File: src/design/ntm_pkg.sv
`timescale 1ns / 1ps
package ntm_pkg;

    // One markup request
    typedef struct packed {
        logic [7:0] in_byte;
        logic       byte_valid;
        logic       end_of_markup;
    } t_in_item;

    // One result
    typedef struct packed {
        logic [2:0]  kind;
        logic [7:0]  out_byte;
        logic [15:0] tag_begin;
        logic [15:0] tag_end;
        logic [2:0]  status;
        logic        run_last;
    } t_out_item;

    // All results of one request: cnt is 0, 1 or 2
    typedef struct packed {
        logic [1:0] cnt;
        t_out_item  r0;
        t_out_item  r1;
    } t_entry;

    localparam logic [2:0] KIND_TEXT     = 3'd0;
    localparam logic [2:0] KIND_TAG      = 3'd1;
    localparam logic [2:0] KIND_NAME     = 3'd2;
    localparam logic [2:0] KIND_NAME_END = 3'd3;
    localparam logic [2:0] KIND_STATUS   = 3'd4;

endpackage

File: src/design/ntm_req_if.sv
`timescale 1ns / 1ps
interface ntm_req_if
    import ntm_pkg::*;
();
    logic     valid;
    logic     ready;
    t_in_item payload;

    modport source (output valid, output payload, input ready);
    modport sink   (input valid, input payload, output ready);
endinterface

File: src/design/ntm_res_if.sv
`timescale 1ns / 1ps
interface ntm_res_if
    import ntm_pkg::*;
();
    logic      valid;
    logic      ready;
    t_out_item payload;

    modport source (output valid, output payload, input ready);
    modport sink   (input valid, input payload, output ready);
endinterface

File: src/design/ntm_ram.sv
`timescale 1ns / 1ps
module ntm_ram #(
    parameter int WIDTH = 16,
    parameter int DEPTH = 16,
    localparam int AW = (DEPTH > 1) ? $clog2(DEPTH) : 1
) (
    input  logic             i_clk,
    input  logic             i_we,
    input  logic [AW-1:0]    i_waddr,
    input  logic [WIDTH-1:0] i_wdata,
    input  logic [AW-1:0]    i_raddr,
    output logic [WIDTH-1:0] o_rdata
);
    logic [WIDTH-1:0] r_mem [DEPTH];
    logic [WIDTH-1:0] r_rdata;

    // Write port; read returns old data on a same-address collision
    always_ff @(posedge i_clk) begin
        if (i_we) begin
            r_mem[i_waddr] <= i_wdata;
        end
        r_rdata <= r_mem[i_raddr];
    end

    assign o_rdata = r_rdata;
endmodule

File: src/design/ntm_parse.sv
`timescale 1ns / 1ps
module ntm_parse
    import ntm_pkg::*;
#(
    parameter int STACK_DEPTH   = 16,
    parameter int POSITION_BITS = 16
) (
    input  logic     i_clk,
    input  logic     i_rst_n,
    input  logic     i_acc,
    input  t_in_item i_item,
    output logic     o_push,
    output t_entry   o_entry
);
    localparam int AW = (STACK_DEPTH > 1) ? $clog2(STACK_DEPTH) : 1;
    localparam int CW = $clog2(STACK_DEPTH + 1);
    localparam int PB = POSITION_BITS;
    localparam int RamDepth = 1 << AW;

    localparam logic [2:0] MODE_TEXT        = 3'd0;
    localparam logic [2:0] MODE_QUOTE       = 3'd1;
    localparam logic [2:0] MODE_NAME        = 3'd2;
    localparam logic [2:0] MODE_NAME_QUOTED = 3'd3;
    localparam logic [2:0] MODE_NAME_ESCAPE = 3'd4;
    localparam logic [2:0] MODE_HALT        = 3'd5;

    localparam logic [2:0] ST_OK         = 3'd0;
    localparam logic [2:0] ST_TRAIL      = 3'd1;
    localparam logic [2:0] ST_NO_OPEN    = 3'd2;
    localparam logic [2:0] ST_OPEN_NAME  = 3'd3;
    localparam logic [2:0] ST_UNCLOSED   = 3'd4;
    localparam logic [2:0] ST_FULL       = 3'd5;
    localparam logic [2:0] ST_TOO_LONG   = 3'd6;

    localparam logic [7:0] CH_QUOTE  = 8'h27;
    localparam logic [7:0] CH_OPEN   = 8'h28;
    localparam logic [7:0] CH_CLOSE  = 8'h29;
    localparam logic [7:0] CH_DQUOTE = 8'h22;
    localparam logic [7:0] CH_BSLASH = 8'h5C;

    logic [2:0]    r_mode, n_mode;
    logic [CW-1:0] r_count, n_count;
    logic [PB-1:0] r_len, n_len;
    logic [2:0]    r_err, n_err;
    logic          r_fwd_hit, n_fwd_hit;
    logic [PB-1:0] r_fwd_data;

    logic          we;
    logic [AW-1:0] waddr;
    logic [AW-1:0] raddr;
    logic [CW-1:0] rd_sub;
    logic [PB-1:0] ram_rdata;
    logic [PB-1:0] top;

    logic          do_text;
    logic          have0;
    t_out_item     res_byte;
    t_out_item     res_st;
    logic [2:0]    st;
    logic [7:0]    c;

    // Stack of open positions
    ntm_ram #(
        .WIDTH (PB),
        .DEPTH (RamDepth)
    ) u_stack (
        .i_clk   (i_clk),
        .i_we    (we),
        .i_waddr (waddr),
        .i_wdata (r_len),
        .i_raddr (raddr),
        .o_rdata (ram_rdata)
    );

    // Top of stack: last cycle's push bypasses the RAM
    assign top = r_fwd_hit ? r_fwd_data : ram_rdata;
    assign c   = i_item.in_byte;

    // Mode update, stack access and results of one request
    always_comb begin
        n_mode   = r_mode;
        n_count  = r_count;
        n_len    = r_len;
        n_err    = r_err;
        we       = 1'b0;
        waddr    = r_count[AW-1:0];
        do_text  = 1'b0;
        have0    = 1'b0;
        res_byte = '0;
        res_st   = '0;
        st       = ST_OK;
        o_entry  = '0;

        if (i_acc && i_item.byte_valid) begin
            case (r_mode)
                MODE_TEXT: begin
                    do_text = 1'b1;
                end
                MODE_QUOTE: begin
                    if (c == CH_OPEN) begin
                        if (r_count == '0) begin
                            n_err  = ST_NO_OPEN;
                            n_mode = MODE_HALT;
                        end else begin
                            n_count            = r_count - CW'(1);
                            have0              = 1'b1;
                            res_byte.kind      = KIND_TAG;
                            res_byte.tag_begin = 16'(top);
                            res_byte.tag_end   = 16'(r_len);
                            n_mode             = MODE_NAME;
                        end
                    end else if (r_count >= CW'(STACK_DEPTH)) begin
                        n_err  = ST_FULL;
                        n_mode = MODE_HALT;
                    end else begin
                        we      = 1'b1;
                        n_count = r_count + CW'(1);
                        n_mode  = MODE_TEXT;
                        do_text = 1'b1;
                    end
                end
                MODE_NAME: begin
                    have0 = 1'b1;
                    if (c == CH_CLOSE) begin
                        res_byte.kind = KIND_NAME_END;
                        n_mode        = MODE_TEXT;
                    end else begin
                        res_byte.kind     = KIND_NAME;
                        res_byte.out_byte = c;
                        if (c == CH_DQUOTE) begin
                            n_mode = MODE_NAME_QUOTED;
                        end
                    end
                end
                MODE_NAME_QUOTED: begin
                    have0             = 1'b1;
                    res_byte.kind     = KIND_NAME;
                    res_byte.out_byte = c;
                    if (c == CH_DQUOTE) begin
                        n_mode = MODE_NAME;
                    end else if (c == CH_BSLASH) begin
                        n_mode = MODE_NAME_ESCAPE;
                    end
                end
                MODE_NAME_ESCAPE: begin
                    have0             = 1'b1;
                    res_byte.kind     = KIND_NAME;
                    res_byte.out_byte = c;
                    n_mode            = MODE_NAME_QUOTED;
                end
                default: begin
                end
            endcase

            // Plain text handling, also after an implicit push
            if (do_text) begin
                if (c == CH_QUOTE) begin
                    n_mode = MODE_QUOTE;
                end else if (r_len == {PB{1'b1}}) begin
                    n_err  = ST_TOO_LONG;
                    n_mode = MODE_HALT;
                end else begin
                    have0             = 1'b1;
                    res_byte.kind     = KIND_TEXT;
                    res_byte.out_byte = c;
                    n_len             = r_len + PB'(1);
                end
            end
        end

        // End of markup: status from the updated state, then clear
        if (i_acc && i_item.end_of_markup) begin
            if (n_err != ST_OK) begin
                st = n_err;
            end else if (n_mode == MODE_QUOTE) begin
                st = ST_TRAIL;
            end else if (n_mode inside {MODE_NAME, MODE_NAME_QUOTED, MODE_NAME_ESCAPE}) begin
                st = ST_OPEN_NAME;
            end else if (n_count != '0) begin
                st = ST_UNCLOSED;
            end else begin
                st = ST_OK;
            end
            res_st.kind     = KIND_STATUS;
            res_st.status   = st;
            res_st.run_last = 1'b1;
            if (have0) begin
                o_entry.cnt = 2'd2;
                o_entry.r0  = res_byte;
                o_entry.r1  = res_st;
            end else begin
                o_entry.cnt = 2'd1;
                o_entry.r0  = res_st;
            end
            n_mode  = MODE_TEXT;
            n_count = '0;
            n_len   = '0;
            n_err   = ST_OK;
        end else if (have0) begin
            res_byte.run_last = 1'b1;
            o_entry.cnt       = 2'd1;
            o_entry.r0        = res_byte;
        end
    end

    assign o_push = (o_entry.cnt != 2'd0);

    // Read the entry under the next top every cycle
    assign rd_sub    = n_count - CW'(1);
    assign raddr     = rd_sub[AW-1:0];
    assign n_fwd_hit = we && (waddr == raddr);

    // State registers
    always_ff @(posedge i_clk) begin
        if (!i_rst_n) begin
            r_mode    <= MODE_TEXT;
            r_count   <= '0;
            r_len     <= '0;
            r_err     <= ST_OK;
            r_fwd_hit <= 1'b0;
        end else begin
            r_mode    <= n_mode;
            r_count   <= n_count;
            r_len     <= n_len;
            r_err     <= n_err;
            r_fwd_hit <= n_fwd_hit;
        end
    end

    // Bypass data
    always_ff @(posedge i_clk) begin
        r_fwd_data <= r_len;
    end

`ifndef SYNTHESIS
    a_count_range: assert property (@(posedge i_clk) disable iff (!i_rst_n)
        r_count <= CW'(STACK_DEPTH))
        else $error("stack count above depth");

    a_halt_err: assert property (@(posedge i_clk) disable iff (!i_rst_n)
        (r_mode == MODE_HALT) == (r_err != ST_OK))
        else $error("halt mode and error code disagree");

    a_end_clear: assert property (@(posedge i_clk) disable iff (!i_rst_n)
        i_acc && i_item.end_of_markup |=> r_count == '0 && r_mode == MODE_TEXT
            && r_len == '0)
        else $error("state not cleared after end of markup");
`endif
endmodule

File: src/design/ntm_outq.sv
`timescale 1ns / 1ps
module ntm_outq
    import ntm_pkg::*;
(
    input  logic      i_clk,
    input  logic      i_rst_n,
    input  logic      i_push,
    input  t_entry    i_entry,
    output logic      o_space,
    output logic      o_valid,
    input  logic      i_ready,
    output t_out_item o_item
);
    t_entry     r_q [2];
    logic       r_head, r_tail, r_sub;
    logic [1:0] r_fill;
    logic       pop_res;
    logic       pop_ent;
    t_entry     head;

    assign head    = r_q[r_head];
    assign o_valid = (r_fill != 2'd0);
    assign o_item  = r_sub ? head.r1 : head.r0;
    assign o_space = (r_fill != 2'd2);
    assign pop_res = o_valid && i_ready;
    assign pop_ent = pop_res && (r_sub || head.cnt == 2'd1);

    // Pointers and fill
    always_ff @(posedge i_clk) begin
        if (!i_rst_n) begin
            r_head <= 1'b0;
            r_tail <= 1'b0;
            r_sub  <= 1'b0;
            r_fill <= 2'd0;
        end else begin
            if (i_push) begin
                r_tail <= ~r_tail;
            end
            if (pop_ent) begin
                r_head <= ~r_head;
                r_sub  <= 1'b0;
            end else if (pop_res) begin
                r_sub <= 1'b1;
            end
            r_fill <= r_fill + 2'(i_push) - 2'(pop_ent);
        end
    end

    // Entry storage
    always_ff @(posedge i_clk) begin
        if (i_push) begin
            r_q[r_tail] <= i_entry;
        end
    end

`ifndef SYNTHESIS
    a_no_overflow: assert property (@(posedge i_clk) disable iff (!i_rst_n)
        i_push |-> o_space)
        else $error("result queue overflow");

    a_sub_valid: assert property (@(posedge i_clk) disable iff (!i_rst_n)
        r_sub |-> o_valid && head.cnt == 2'd2)
        else $error("second result selected in a single-result entry");

    a_fill_range: assert property (@(posedge i_clk) disable iff (!i_rst_n)
        r_fill <= 2'd2)
        else $error("result queue fill above two entries");
`endif
endmodule

File: src/design/nested_tag_markup_parser.sv
`timescale 1ns / 1ps
// Channel   Dir  Payload                                      Handshake
// i_req     in   in_byte, byte_valid, end_of_markup          valid/ready
// o_res     out  kind, out_byte, tag_begin, tag_end,         valid/ready
//                status, run_last
//
// One request per cycle while i_req.ready is high, decoded in the cycle it is accepted. The open-position
// stack is a RAM read every cycle at the next top, with a bypass for a push to
// that entry, so a close always reads the current top. Results enter a two-entry queue, are
// registered there and leave one per cycle while o_res.ready is high. i_req.ready drops
// only while the queue holds two requests' results. Reset is synchronous,
// active low; the stack RAM needs no clearing.
module nested_tag_markup_parser
    import ntm_pkg::*;
#(
    parameter int STACK_DEPTH   = 16,
    parameter int POSITION_BITS = 16
) (
    input  logic      i_clk,
    input  logic      i_rst_n,
    ntm_req_if.sink   i_req,
    ntm_res_if.source o_res
);
    logic   acc;
    logic   push;
    logic   space;
    t_entry entry;

    assign i_req.ready = space;
    assign acc         = i_req.valid && space;

    // Parser and stack
    ntm_parse #(
        .STACK_DEPTH   (STACK_DEPTH),
        .POSITION_BITS (POSITION_BITS)
    ) u_parse (
        .i_clk   (i_clk),
        .i_rst_n (i_rst_n),
        .i_acc   (acc),
        .i_item  (i_req.payload),
        .o_push  (push),
        .o_entry (entry)
    );

    // Result queue
    ntm_outq u_outq (
        .i_clk   (i_clk),
        .i_rst_n (i_rst_n),
        .i_push  (push),
        .i_entry (entry),
        .o_space (space),
        .o_valid (o_res.valid),
        .i_ready (o_res.ready),
        .o_item  (o_res.payload)
    );
endmodule

File: src/flat_wrapper.sv
// flat-port wrapper written by rule: the top's interface ports become plain ports
module nested_tag_markup_parser_flat import ntm_pkg::*;
#(
    parameter int STACK_DEPTH   = 16,
    parameter int POSITION_BITS = 16
)
  (i_clk, i_rst_n, i_req_valid, i_req_payload, i_req_ready, o_res_valid, o_res_payload, o_res_ready);
  ntm_req_if i_req_i ();
  ntm_res_if o_res_i ();
  input  logic i_clk;
  input  logic i_rst_n;
  input wire logic [$bits(i_req_i.valid)-1:0] i_req_valid;
  input wire logic [$bits(i_req_i.payload)-1:0] i_req_payload;
  output wire logic [$bits(i_req_i.ready)-1:0] i_req_ready;
  output wire logic [$bits(o_res_i.valid)-1:0] o_res_valid;
  output wire logic [$bits(o_res_i.payload)-1:0] o_res_payload;
  input wire logic [$bits(o_res_i.ready)-1:0] o_res_ready;
  assign i_req_i.valid = i_req_valid;
  assign i_req_i.payload = i_req_payload;
  assign i_req_ready = i_req_i.ready;
  assign o_res_valid = o_res_i.valid;
  assign o_res_payload = o_res_i.payload;
  assign o_res_i.ready = o_res_ready;
  nested_tag_markup_parser #(.STACK_DEPTH(STACK_DEPTH), .POSITION_BITS(POSITION_BITS)) u_core (.i_clk(i_clk), .i_rst_n(i_rst_n), .i_req(i_req_i), .o_res(o_res_i));
endmodule
File: config.mk
export PLATFORM = sky130hd
export DESIGN_NAME = nested_tag_markup_parser_flat
export DESIGN_NICKNAME = d
export VERILOG_FILES = /design/src/design/ntm_pkg.sv /design/src/design/ntm_req_if.sv /design/src/design/ntm_res_if.sv /design/src/design/ntm_ram.sv /design/src/design/ntm_parse.sv /design/src/design/ntm_outq.sv /design/src/design/nested_tag_markup_parser.sv /design/src/flat_wrapper.sv
export SDC_FILE = /design/constraint.sdc
export NUM_CORES = 1
export LEC_CHECK = 0
export BUFFER_PORTS_ARGS = -buffer_cell sky130_fd_sc_hd__buf_2
export CAP_MARGIN = 5
export CORE_ASPECT_RATIO = 0.8
export CORE_MARGIN = 2
export CORE_UTILIZATION = 60
export CTS_CLUSTER_SIZE = 12
export DETAILED_ROUTE_END_ITERATION = 7
export PLACE_DENSITY = 0.89
export SYNTH_ARGS = -nofsm -noshare
export SYNTH_HDL_FRONTEND = slang
export SYNTH_SLANG_ARGS = --single-unit
File: constraint.sdc
create_clock -name i_clk -period 18.2 [get_ports i_clk]
set_input_delay 5.46 -clock i_clk [delete_from_list [all_inputs] [get_ports i_clk]]
set_output_delay 5.46 -clock i_clk [all_outputs]
set_load 0.1 [all_outputs]
==> impl_results.md, run 1 <==
* Status: finished, final reports clean
* Avg Synthesized Cell Area at ~17 um2
* All-Layer GR Usage at 0.272
* GP Congestion at 0.890
* Setup WS post-layout at just under 9 ns
* Top post-synthesis cells by area: edfxtp_1 (61%), dfxtp_1 (7.5%), mux2i_1 (6.2%)
* Post-route minimum period at ~9.4 ns
* Number of H-tree levels at 2
* Remaining design rule violation count at 0
* Max Transition Viols Final at 0
* Portion of total power attributed to combinational logic at 0.204
* Clock root buffer: clkbuf_16
* GR Overflow Total at 0
* Synthesis Warnings at 0
* Buffer count from post-CTS setup fixing at 0
* Number of gates resized after CTS at 0
* Critical Path Fanout Max at 65
* Number of vias per cell after detailed routing at between 6 and 7
* Dominant register cell in the synthesized netlist: edfxtp_1
* Inserted Clock Buffers at between 40 and 50
* Highest achievable clock rate at 106 MHz
* Starting density of the core at 0.615
* Number of antenna violations at the first check in global routing at 0
* Setup Skew at ~0.022 ns
* Peak supply drop at just under 0.1 mV
* Share of the yosys chip area belonging to registers at 0.689
* Vias at approximately 10000
* Critical path startpoint category: primary input
* Buffers added on ports at 62
* Reg power frac at 0.459
* MaxCap Viol Count at 0
* Final routed wire length divided by cell count at around 27 um
* Sum Neg Setup Slack at 0 ns
* Slew at the pin closest to its max-slew limit at 1.24 ns
* Overall die width at about 200 um
* Antenna diode count at 0
* Net switching power figure at roughly 770 uW
* Synth Cell Area at between 0.015 and 0.02 mm2
* Relative area change from synthesis to final layout at 11.2%
* Power per standard cell area at 124 mW/mm2
* Count of nets left with antenna violations after detail routing at 0
* Die Y-Extent at roughly 160 um
* I/O pins at 63
* Most frequent cells after synthesis: edfxtp_1 (358), mux2i_1 (109), nor2_1 (103), dfxtp_1 (66), mux4_2 (38)
* Overall power after layout at about 2.4 mW
* Maximum count of clock buffers along a single path at 3
* Area fraction of the dominant cell type after synthesis at 0.614
* Crit path capture type: flop
* Number of flip-flops and latches in the synthesized netlist at around 420
* Number of detailed-routing iterations run before antenna repair at 6
* Insertion delay to the later sink of the worst-skew pair at 0.56 ns
* Number of endpoints failing setup at the final stage at 0
* Area of the core region at approximately 0.028 mm2
* Vias in the first global route at approximately 9900
* Required time of the critical path at between 15 and 20 ns
* Worst EP arrival at 9.82 ns
* Fraction of registers with async set or reset after synthesis at 0
* Clock transition at path regs at 0.06 ns
* Number of synthesized flops with an enable pin at around 360
* Die outline area at between 0.03 and 0.04 mm2
* Cells after synthesis at roughly 1000
* Instance area after placement at 0.0182 mm2
* Period utilisation layout at 0.517
* Final Hold Fails at 0
* CTS tree: done
* Drt total wl at approximately 40000 um
* Unique cell type count in the Yosys netlist at 76
* Worst setup path class: in -> reg
* Unrepaired setup endpoints after global routing: no
* Number of sinks handled by clock tree synthesis at approximately 420
* Total number of placement rows at 55
* Slew margin rel. at 0.164
* Placed wire-length estimate after detailed placement at approximately 23000 um
* Largest net degree at the start of global routing at 66
* Dominant cell by count in the synthesized netlist: edfxtp_1
* Clock network power share at 0.337
* Internal Power at about 1.6 mW
* Post-Place Setup Slack at between 8 and 9 ns
* Worst min-delay path class: reg -> reg
* Final net count at 1143
* Hold-fix buffers, CTS at 0
* Wire length of the first global-routing pass at a little over 60000 um
* Net switching share of the total power at 0.320
* Fraction of layout cells with a size suffix above 1 at 0.178
* Summed area of non-filler cells in the final layout at between 0.015 and 0.02 mm2
* Syn_nets at between 1000 and 1500
* Leakage power summed over all cells at 6.62 nW
* Largest area contributor in the netlist: edfxtp_1
* DRC violation total after the first TritonRoute iteration at between 1500 and 2000
-- layer usage --
layer  global-route usage  part of all wire
met2                0.460              0.49
met4               0.0832             0.031
met5                    0                 0
met3               0.0485             0.099
met1                0.366              0.38
-- final timing paths --
| kind | end | slack [ns] | cells past startpoint | from |
|---|---|---|---|---|
| min | u_core.u_outq.r_tail | 0.55 | 2 | u_core.u_outq.r_tail |
| max | u_core.u_parse.u_stack.o_rdata[4] | 8.78 | 12 | i_req_payload[4] |
| max reg2reg | u_core.u_parse.u_stack.o_rdata[4] | 13.29 | 13 | u_core.u_parse.r_count[0] |
| min reg2reg | u_core.u_outq.r_tail | 0.55 | 2 | u_core.u_outq.r_tail |
-- cell type report --
type / count / area [um2]
Clock buffer: 74 / 1240
Clock inverter: 3 / 32.5
Fill cell: 1687 / 9010
Inverter: 16 / 60.1
Multi-Input combinational cell: 548 / 5120
Sequential cell: 424 / 12100
Tap cell: 370 / 463
Timing Repair Buffer: 86 / 490
-- stage by stage --
stage | util | hold slack (ns) | instances
after floorplan | - | 0.483 | 1041
after global placement | 0.639 | 0.527 | 1444
after detailed placement | 0.639 | 0.529 | 1444
after CTS | 0.684 | 0.550 | 1521
after global routing | 0.684 | 0.604 | 1521
final | 0.684 | 0.552 | 1521
-- critical path, stage by stage --
cell,delay [ns]
buf_2,0.13
nor4b_2,0.93
nand3_1,0.34
nand2_1,0.26
o21ai_0,0.12
a221oi_1,0.38
nand2_1,0.11
ha_2,0.35
buf_4,0.71
mux4_1,0.42
mux2i_1,0.39
mux2i_1,0.17
-- state kept, by name, summed over array words and instances, names as in the netlist, 2 cells and up, named ones only --
signal                          flops
u_core.u_parse.u_stack.r_mem      256
u_core.u_outq.r_q                 102
u_core.u_parse.r_fwd_data          16
u_core.u_parse.r_len               16
u_core.u_parse.u_stack.o_rdata     16
u_core.u_parse.r_count              5
u_core.u_parse.r_err                3
u_core.u_parse.r_mode               3
u_core.u_outq.r_fill                2
-- kinds of logic after synthesis --
family / synth area share
AOI/OAI and AO/OA: 0.0313
buffers and inverters: 0.0221
DFF: 0.689
xor gates and xnor gates: 0.0126
adders and majority gates: 0.00785
and+or+nand+nor: 0.0781
muxes: 0.159
-- power groups by stage --
stage	clock network [mW]	registers, mW	logic [mW]
after CTS	0.818	1.11	0.492
after floorplan	0	1.12	0.416
final	0.815	1.11	0.492
after global placement	0	1.12	0.480
after global routing	0.857	1.11	0.509
after detailed placement	0	1.13	0.486
-- layout by cell type (no fill, tap or decap), types with 3 or more instances in the layout --
cell	count
edfxtp_1	358
mux2i_1	109
nor2_1	102
dfxtp_1	65
buf_2	62
clkbuf_16	44
mux4_2	38
nand2_1	33
mux4_1	32
and2_1	29
clkbuf_1	27
buf_4	24
nand4_1	17
inv_1	15
a21oi_1	15
nor3_1	13
o21ai_0	12
xnor2_1	11
xor2_1	11
ha_1	10
nor3b_1	7
nand3_1	7
nor3_2	7
nor2b_1	6
o31ai_1	5
a211oi_1	5
nor4_1	5
nand2b_1	4
o211ai_1	4
or3_1	4
and3_1	3
or3b_1	3
clkbuf_8	3
No activity file was read; power rests on OpenSTA's default activity.
==> run 2: changes to the inputs <==
- CORE_UTILIZATION: 60 -> 56
- PLACE_DENSITY: 0.89 -> 0.87
- clock period: 18.2 -> 7.88 ns (I/O delays scaled with it)
==> run 2 against run 1 <==
Net effect: non-clock buffer count increased by 2; count of clock-buffer cells in the layout decreased by 5; global-route usage decreased by 3.4 points; clock power increased by 120%; routed wire length decreased by 5.0%; sequential power increased by 130%; sequential share of layout area about the same; via count decreased by 2.9%; flip-flop and latch count unchanged; worst setup slack got worse by 6.9 ns; cell area about the same; core utilization decreased by 4.7 points.
==> impl_results.md, run 2 (synthesis results as in run 1) <==
* Status: finished, final reports clean (unchanged)
* CP max stage delay at 0.88 ns (was 0.93 ns)
* Starting density of the core at 0.573 (was 0.615)
* Antenna diode count at 0 (unchanged)
* Highest achievable clock rate at approximately 170 MHz
* FF-to-FF Start: u_core.u_parse.r_count[0] (unchanged)
* Flip-flop count of the largest register after layout at 256 (unchanged)
* Final net count at 1144 (was 1143)
* Die Y-Extent at 162 um (was 157 um)
* DRC violation total after the first TritonRoute iteration at 1123 (was 1515)
* Remaining design rule violation count at 0 (unchanged)
* Die outline area at 0.0327 mm2 (was 0.0306 mm2)
* Critical Path Fanout Max at 32 (was 65)
* Number of H-tree levels at 2 (unchanged)
* Placed wire-length estimate after detailed placement at 22200 um (was 22900 um)
* Critical path startpoint category: primary input (unchanged)
* Hold-fix buffers, CTS at 0 (unchanged)
* Period utilisation layout at 0.760
* Unrepaired setup endpoints after global routing: no (unchanged)
* Number of sinks handled by clock tree synthesis at 424 (unchanged)
* Worst setup path class: in -> reg (unchanged)
* MaxCap Viol Count at 0 (unchanged)
* Overall power after layout at 5.49 mW (was 2.41 mW)
* Cells along the critical path: buf_2 > or4b_1 > nor4_2 > o31ai_2 > a21oi_4 > buf_4 > inv_2 > ha_2 > buf_4 > mux4_1 > mux2i_1 > mux2i_1 (was buf_2 > nor4b_2 > nand3_1 > nand2_1 > o21ai_0 > a221oi_1 > nand2_1 > ha_2 > buf_4 > mux4_1 > mux2i_1 > mux2i_1)
* Count of nets left with antenna violations after detail routing at 0 (unchanged)
* Largest net degree at the start of global routing at 50 (was 66)
* Crit path capture type: flop (unchanged)
* Slew at the pin closest to its max-slew limit at 1.11 ns (was 1.24 ns)
* Drt total wl at 38600 um (was 40600 um)
* Start point of the critical path: i_req_payload[4] (unchanged)
* Clock root buffer: clkbuf_16 (unchanged)
* Total number of placement rows at 57 (was 55)
* Register containing the most flip-flops in the final layout: u_core.u_parse.u_stack.r_mem (unchanged)
* Number of antenna violations at the first check in global routing at 0 (unchanged)
* Number of endpoints failing setup at the final stage at 0 (unchanged)
* Filler cell count at 1956 (was 1687)
* Hold worst-path end: u_core.u_outq.r_tail (unchanged)
* Setup Skew at 0.0212 ns (was 0.0218 ns)
* Final routed wire length divided by cell count at 24.7 um (was 26.7 um)
* Overall die width at 202 um (was 195 um)
* Most common cell after layout, fill and taps aside: edfxtp_1 (unchanged)
* Power per standard cell area at 282 mW/mm2 (was 124 mW/mm2)
* Number of detailed-routing iterations run before antenna repair at 6 (unchanged)
* I/O pins at 63 (unchanged)
* GP Congestion at 0.903 (was 0.890)
* Wire length of the first global-routing pass at 58500 um (was 61200 um)
* Fraction of layout cells with a size suffix above 1 at 0.178 (about the same)
* Buffer count from post-CTS setup fixing at 0 (unchanged)
* Instance area after placement at 0.0183 mm2 (was 0.0182 mm2)
* CTS tree: done (unchanged)
* Number of vias per cell after detailed routing at 6.29 (was 6.64)
* Vias at 9817 (was 10100)
* Leakage power summed over all cells at 6.65 nW (was 6.62 nW)
* Worst EP arrival at 6.37 ns (was 9.82 ns)
* Setup slack on the worst flop-to-flop path at 3.12 ns (was 13.29 ns)
* Required time of the critical path at 8.26 ns (was 18.60 ns)
* Path depth of the worst reg2reg path at 13 (unchanged)
* Largest registers: u_core.u_parse.u_stack.r_mem (256), u_core.u_outq.r_q (102) (unchanged)
* Worst min-delay path class: reg -> reg (unchanged)
* Origin of the worst min-delay path: u_core.u_outq.r_tail (unchanged)
* Vias in the first global route at 9857 (was 9913)
* Max Transition Viols Final at 0 (unchanged)
* Area of the core region at 0.0306 mm2 (was 0.0285 mm2)
* GR Overflow Total at 0 (unchanged)
* Buffers added on ports at 62 (unchanged)
* GR met2 Demand/Resource at 0.395 (was 0.460)
* Summed area of non-filler cells in the final layout at 0.0195 mm2 (about the same)
* Sum Neg Setup Slack at 0 ns (unchanged)
* Commonest cells after routing, fill and taps aside: edfxtp_1 (358), mux2i_1 (109), nor2_1 (102), dfxtp_1 (64), buf_2 (62) (was edfxtp_1 (358), mux2i_1 (109), nor2_1 (102), dfxtp_1 (65), buf_2 (62))
* Final Hold Fails at 0 (unchanged)
* Crit Reg-Reg Endpoint: u_core.u_parse.u_stack.o_rdata[9] (was u_core.u_parse.u_stack.o_rdata[4])
* Slew margin rel. at 0.257 (was 0.164)
* Post-route minimum period at between 5 and 6 ns
* Maximum count of clock buffers along a single path at 3 (unchanged)
* Worst hold path cell count at 2 (unchanged)
* Critical Path Slowest Stage Cell: ha_2 (was nor4b_2)
* Clock transition at path regs at 0.06 ns (about the same)
* Inserted Clock Buffers at 41 (was 42)
* Met3 demand-to-capacity share in global routing at 0.0387 (was 0.0485)
* Insertion delay to the later sink of the worst-skew pair at 0.54 ns (was 0.56 ns)
* Number of gates resized after CTS at 0 (unchanged)
* Relative area change from synthesis to final layout at 11.2% (about the same)
* Peak supply drop at 0.258 mV (was 0.0984 mV)
* Most heavily used metal layer in global routing: met2 (unchanged)
* Global-route track usage on met1 at 0.326 (was 0.366)
* All-Layer GR Usage at 0.238 (was 0.272)
==> run 2: cell type report <==
| cell class | instances | area, um2 | share of cell area |
|---|---|---|---|
| clock inverters | 2 | 36.3 | 0.00186 |
| repair buffers | 88 | 505 | 0.0260 |
| flip-flops and latches | 424 | 12100 | 0.620 |
| clock buffers | 69 | 1170 | 0.0602 |
| inverters | 16 | 60.1 | 0.00308 |
| multi-input cells | 548 | 5110 | 0.262 |
| well taps | 413 | 517 | 0.0265 |
==> run 2: through the flow <==
| step | hold WS [ns] | cells | setup WS (ns) | utilization |
|---|---|---|---|---|
| finish | 0.550 | 1560 | 1.89 | 0.637 |
| global route | 0.580 | 1560 | 1.58 | 0.637 |
| CTS | 0.551 | 1560 | 1.89 | 0.637 |
| detailed placement | 0.542 | 1489 | 1.37 | 0.597 |
| global placement | 0.526 | 1489 | 1.46 | 0.597 |
| floorplan | 0.483 | 1041 | 1.26 | - |
==> run 2: power by group <==
group	internal [mW]	total [mW]	switching, mW	leakage, nW
Clock	1.02	1.80	0.789	0.578
Sequential	2.51	2.58	0.0639	4.08
Combinational	0.204	1.10	0.900	1.99
==> run 2: metal layers <==
layer / wire length (um) / up-vias / part of all wire
met5: 0 / - / 0
met4: 1280 / 0 / 0.033
met3: 3130 / 81 / 0.081
met2: 18900 / 533 / 0.49
met1: 15200 / 4972 / 0.39
li1: - / 4231 / -
==> run 2: worst max-delay path, delay by kind of cell <==
kind            cells  cell delay (ns)
compound gates      2             0.26
simple gates        2             1.19
fa+ha+maj           1             0.88
buf+inv             4             1.01
mux                 3             0.63
==> run 2: worst max-delay path by stage <==
stage,end,cells past startpoint
2_1_floorplan,u_core.u_outq.r_q[1][1],7
3_3_place_gp,u_core.u_parse.u_stack.o_rdata[13],12
4_1_cts,u_core.u_parse.u_stack.o_rdata[9],12
3_5_place_dp,u_core.u_parse.u_stack.o_rdata[12],12
6_report,u_core.u_parse.u_stack.o_rdata[9],12
5_1_grt,u_core.u_parse.u_stack.o_rdata[9],11
